[src/rtl/rbst_pkg.sv]
`timescale 1ns / 1ps
package rbst_pkg;

  localparam int FRAC_BITS = 16;
  localparam int DW        = 32;                 // data width of every data field
  localparam int NW        = DW + 1 + FRAC_BITS; // dividend magnitude width
  localparam int RW        = 2 * DW;             // remainder / shifted divisor width
  localparam int BITS_PER_STG = 2;
  localparam int DIV_STG   = DW / BITS_PER_STG;
  localparam int DIV_LAT   = DIV_STG + 2;        // input reg + steps + saturate reg
  localparam int IDX_W     = 3;

  localparam logic [IDX_W-1:0] REG_MIN_X = 3'd0;
  localparam logic [IDX_W-1:0] REG_MIN_Y = 3'd1;
  localparam logic [IDX_W-1:0] REG_MIN_Z = 3'd2;
  localparam logic [IDX_W-1:0] REG_MAX_X = 3'd3;
  localparam logic [IDX_W-1:0] REG_MAX_Y = 3'd4;
  localparam logic [IDX_W-1:0] REG_MAX_Z = 3'd5;

  localparam logic signed [DW-1:0] Q_POS_INF = {1'b0, {(DW-1){1'b1}}};
  localparam logic signed [DW-1:0] Q_NEG_INF = {1'b1, {(DW-1){1'b0}}};

  typedef struct packed {
    logic                 vld;
    logic                 empty;
    logic                 in_box;
    logic                 zmiss;
    logic [2:0]           dz;
    logic signed [DW-1:0] lim;
  } sb_t;

endpackage

[src/rtl/rbst_div.sv]
`timescale 1ns / 1ps
// Pipelined restoring divider, magnitude in, signed saturated quotient out.
module rbst_div import rbst_pkg::*; (
  input  logic                 clk_i,
  input  logic                 en_i,
  input  logic [NW-1:0]        n_i,
  input  logic [DW-1:0]        d_i,
  input  logic                 neg_i,
  output logic signed [DW-1:0] q_o
);

  logic [RW-1:0] r_q [0:DIV_STG];
  logic [RW-1:0] d_q [0:DIV_STG];
  logic [DW-1:0] qt_q [0:DIV_STG];
  logic          neg_q [0:DIV_STG];
  logic          ovf_q [0:DIV_STG];
  logic signed [DW-1:0] q_d, q_q;
  logic [RW-1:0] n_ext, d_ext;

  assign n_ext = {{(RW-NW){1'b0}}, n_i};
  assign d_ext = {{(RW-DW){1'b0}}, d_i};

  always_ff @(posedge clk_i) begin
    if (en_i) begin
      r_q[0]   <= n_ext;
      d_q[0]   <= d_ext;
      qt_q[0]  <= '0;
      neg_q[0] <= neg_i;
      ovf_q[0] <= n_ext >= (d_ext << (DW - 1));  // magnitude of 2^31 or more
    end
  end

  for (genvar s = 1; s <= DIV_STG; s++) begin : g_stg
    logic [RW-1:0] r_d;
    logic [DW-1:0] qt_d;

    always_comb begin : step
      logic [RW-1:0] dk;
      int            k;
      r_d  = r_q[s-1];
      qt_d = qt_q[s-1];
      for (int j = 0; j < BITS_PER_STG; j++) begin
        k  = DW - 1 - ((s - 1) * BITS_PER_STG + j);
        dk = d_q[s-1] << k;
        if (r_d >= dk) begin
          r_d     = r_d - dk;
          qt_d[k] = 1'b1;
        end
      end
    end

    always_ff @(posedge clk_i) begin
      if (en_i) begin
        r_q[s]   <= r_d;
        d_q[s]   <= d_q[s-1];
        qt_q[s]  <= qt_d;
        neg_q[s] <= neg_q[s-1];
        ovf_q[s] <= ovf_q[s-1];
      end
    end
  end

  always_comb begin
    if (ovf_q[DIV_STG]) begin
      q_d = neg_q[DIV_STG] ? Q_NEG_INF : Q_POS_INF;
    end else if (neg_q[DIV_STG]) begin
      q_d = -$signed(qt_q[DIV_STG]);
    end else begin
      q_d = $signed(qt_q[DIV_STG]);
    end
  end

  always_ff @(posedge clk_i) begin
    if (en_i) begin
      q_q <= q_d;
    end
  end

  assign q_o = q_q;

endmodule

[config.mk]
export PLATFORM = sky130hd
export DESIGN_NAME = rbst_div
export DESIGN_NICKNAME = d
export VERILOG_FILES = /design/src/rtl/rbst_pkg.sv /design/src/rtl/rbst_div.sv
export SDC_FILE = /design/constraint.sdc
export NUM_CORES = 2
export LEC_CHECK = 0
export BUFFER_PORTS_ARGS = -buffer_cell sky130_fd_sc_hd__buf_2
export CORE_MARGIN = 10
export CORE_UTILIZATION = 30
export CTS_CLUSTER_DIAMETER = 80
export DETAILED_ROUTE_END_ITERATION = 8
export PLACE_DENSITY = 0.43
export SETUP_SLACK_MARGIN = 0.5
export SLEW_MARGIN = 10
export SYNTH_ARGS = -nofsm -noshare
export SYNTH_HDL_FRONTEND = slang
export SYNTH_SLANG_ARGS = --single-unit
[constraint.sdc]
create_clock -name clk_i -period 12.1 [get_ports clk_i]
set_input_delay 2.42 -clock clk_i [delete_from_list [all_inputs] [get_ports clk_i]]
set_output_delay 2.42 -clock clk_i [all_outputs]
set_load 0.05 [all_outputs]
==> metrics <==
fraction of layout cells with a size suffix above 1 approximately 7%; status finished clean; final hold slack 0.3867 ns; GRT Total Usage 16.87%; maximum vdd drop 0.0001402 V; H-tree levels 4; Max Transition Viols Final 0; Reg-to-Reg Start d_q[0][129]$_DFFE_PP_; wire length per cell 20.87 um; Max clock buf depth 4; CP startpoint d_q[0][129]$_DFFE_PP_; Final Worst Setup Slack ~2.2 ns; First DRT Iteration DRCs 5251; setup TNS 0 ns; register area share after synthesis between 40% and 50%; final hold vios 0; Worst Path Required ~13 ns; Post-synth EDFFs 1859; biggest area consumer among synthesized cells edfxtp_1; die height 683.4 um; first-pass GRT wire length 624800 um; detailed-route vias per instance just over 5; most common cell in the netlist edfxtp_1; CP arrival 10.53 ns; Mapped Nets 14.72k; Worst-Margin Slew 1.161 ns; I/O Buffers 115; IO Count 116; DP HPWL between 300000 and 400000 um; Hold Path Class flip-flop to flip-flop; reg-to-reg endpoint r_q[0][221]$_DFFE_PP_; Setup violations, final 0; Tmin final between 9 and 10 ns; Pleak around 0.057 uW; Synth Warn # 0; Post-CTS Resized 0; Synth top area share 42.28%; post-route clock skew 0.03473 ns; Slew HR 21.91%; Vias about 100k; Routed WL 412800 um; synth top area cells edfxtp_1 (42%), ha_1 (9.8%), xnor2_1 (5.4%); crit path to r_q[0][221]$_DFFE_PP_; row count about 240; mapped cell area 132000 sq um; unrepaired setup endpoints after global routing no; grt ovf 0; Yosys reg bits 1859; asr flop ratio synth 0%; PD cells 302.0 nW/um^2; hold buffers post-CTS 0; CTS tree built; drt drc 0; cts bufs inserted 239; critical path capture point type flip-flop; r2r setup slk 2.25 ns; Filler cells 44.86k; pin count of the biggest net entering global routing 147; Initial Utilization 30.13%; final core occ 33.66%; core area 438100 sq um; Placer Congestion 0.9064; TritonRoute pass-1 iters 6; Routed Antenna Nets 0; R2R depth 29; Worst Hold Depth 0; Mapped Cells 13.58k; vias in the first global route 102.9k; Main synth FF type edfxtp_1; Fmax 0.1015 GHz; initial antenna violation count 13; Clock Latency Late Sink ~0.95 ns; pre-CTS WS 2.072 ns; Worst path max stage delay roughly 0.73 ns; post-CTS setup buffers 0; nets@finish ~15k; Crit Path Max Fanout between 50 and 60; P&R area growth vs syn 11.68%; critical path's most frequent cell o21a_1; number of max-cap violations 0; root buffer cell clkbuf_16; cell at the slowest stage of the critical path a221oi_1; Worst Setup Start Kind flip-flop; Num Clock Sinks 1859; Synth top cells by count edfxtp_1 (1859), a21oi_1 (1244), nand2_1 (1113); fin crit share between 80% and 90%; die width 683.4 um; syn avg cell area 9.722 sq um; Die ar. 467000 sq um; kind of critical path flip-flop to flip-flop; synth unique cells 103; Clk pin slew, worst setup/hold paths 0.06 ns
==> how the worst min path moves through the flow <==
stage	end	from	slack [ns]
after floorplan	neg_q[0][10]$_DFFE_PP_	neg_q[0][9]$_DFFE_PP_	0.40
after global placement	qt_q[14][12]$_DFFE_PP_	qt_q[13][12]$_DFFE_PP_	0.40
after detailed placement	ovf_q[0][11]$_DFFE_PP_	ovf_q[0][10]$_DFFE_PP_	0.40
after CTS	qt_q[6][29]$_DFFE_PP_	qt_q[5][29]$_DFFE_PP_	0.39
after global routing	qt_q[14][28]$_DFFE_PP_	qt_q[13][28]$_DFFE_PP_	0.42
final	qt_q[6][29]$_DFFE_PP_	qt_q[5][29]$_DFFE_PP_	0.39
==> power by group <==
group | internal [uW] | switching (uW)
Sequential | 9550 | 1020
Combinational | 11300 | 15600
Clock | 4140 | 2970
Total | 25000 | 19600
==> critical path, delay by kind of cell, from the launching register on <==
kind                       cells  cell delay, ns
AOI/OAI and AO/OA             17            5.38
and+or+nand+nor                4            0.79
adders and majority gates      2            0.59
buffers and inverters          4            1.43
DFF                            1            0.38
muxes                          2            0.93
==> flip-flops by register name (all words and copies together) (netlist names) <==
signal	count
r_q	1009
ovf_q	17
q_o	32
qt_q	272
d_q	512
neg_q	17
==> final cells by class <==
type / count / area [sq um] / area share [%]
antenna: 4 / 10.01 / 0.006788
multi-input combinational: 10470 / 71560 / 48.53
timing repair buffer: 226 / 1599 / 1.084
clock buffer: 287 / 6225 / 4.221
clock inverter: 159 / 1505 / 1.021
tap: 5880 / 7357 / 4.989
inverter: 899 / 3374 / 2.288
sequential: 1859 / 55820 / 37.86
==> per-stage QoR <==
step | cells | area (sq um) | power (uW)
after floorplan | 13580 | 132000 | 30550
after global placement | 19330 | 139700 | 37630
after detailed placement | 19330 | 139700 | 37460
after CTS | 19780 | 147400 | 44880
after global routing | 19780 | 147500 | 48310
final | 19780 | 147500 | 44540
==> cell families after synthesis <==
logic type,share of synthesized area [%]
AND/OR/NAND/NOR,15.67
AO/OA/AOI/OAI,17.39
flip-flops,42.28
buffers and inverters,3.632
XOR/XNOR,8.160
adder cells (fa/ha/maj),10.22
multiplexers,2.653
==> routing by layer <==
layer  global-route usage [%]  routed length [um]  vias up
li1                         -                   -    50580
met1                    18.23              160700    47720
met2                    33.00              221500     1515
met3                    1.734               10810      676
met4                    7.174               19750        0
met5                        0                   0        -
==> cells in the final DEF, fill, tap and decap left out, types with 37 or more instances in the layout <==
master        n
edfxtp_1   1859
a21oi_1    1243
nand2_1    1113
nor2_1     1053
ha_1       1029
inv_1       887
xnor2_1     808
o21ai_0     790
a21o_1      538
xor2_1      422
nor3_1      309
nand3_1     270
nand4_1     262
mux2_2      259
clkbuf_16   242
nor2b_1     175
o21bai_1    173
nor4_1      170
o21a_1      155
nand2b_1    137
and3_1      129
or3_1       115
buf_2       114
a31oi_1     106
buf_4        97
and2_1       90
o31ai_1      89
a211oi_1     76
or4_1        74
o211ai_1     55
clkinv_1     53
or2_2        53
and4_1       46
clkinv_2     46
a21boi_0     45
clkbuf_1     45
nor3b_1      41
mux2i_1      38
a211o_1      37
No activity file was read; power rests on OpenSTA's default activity.
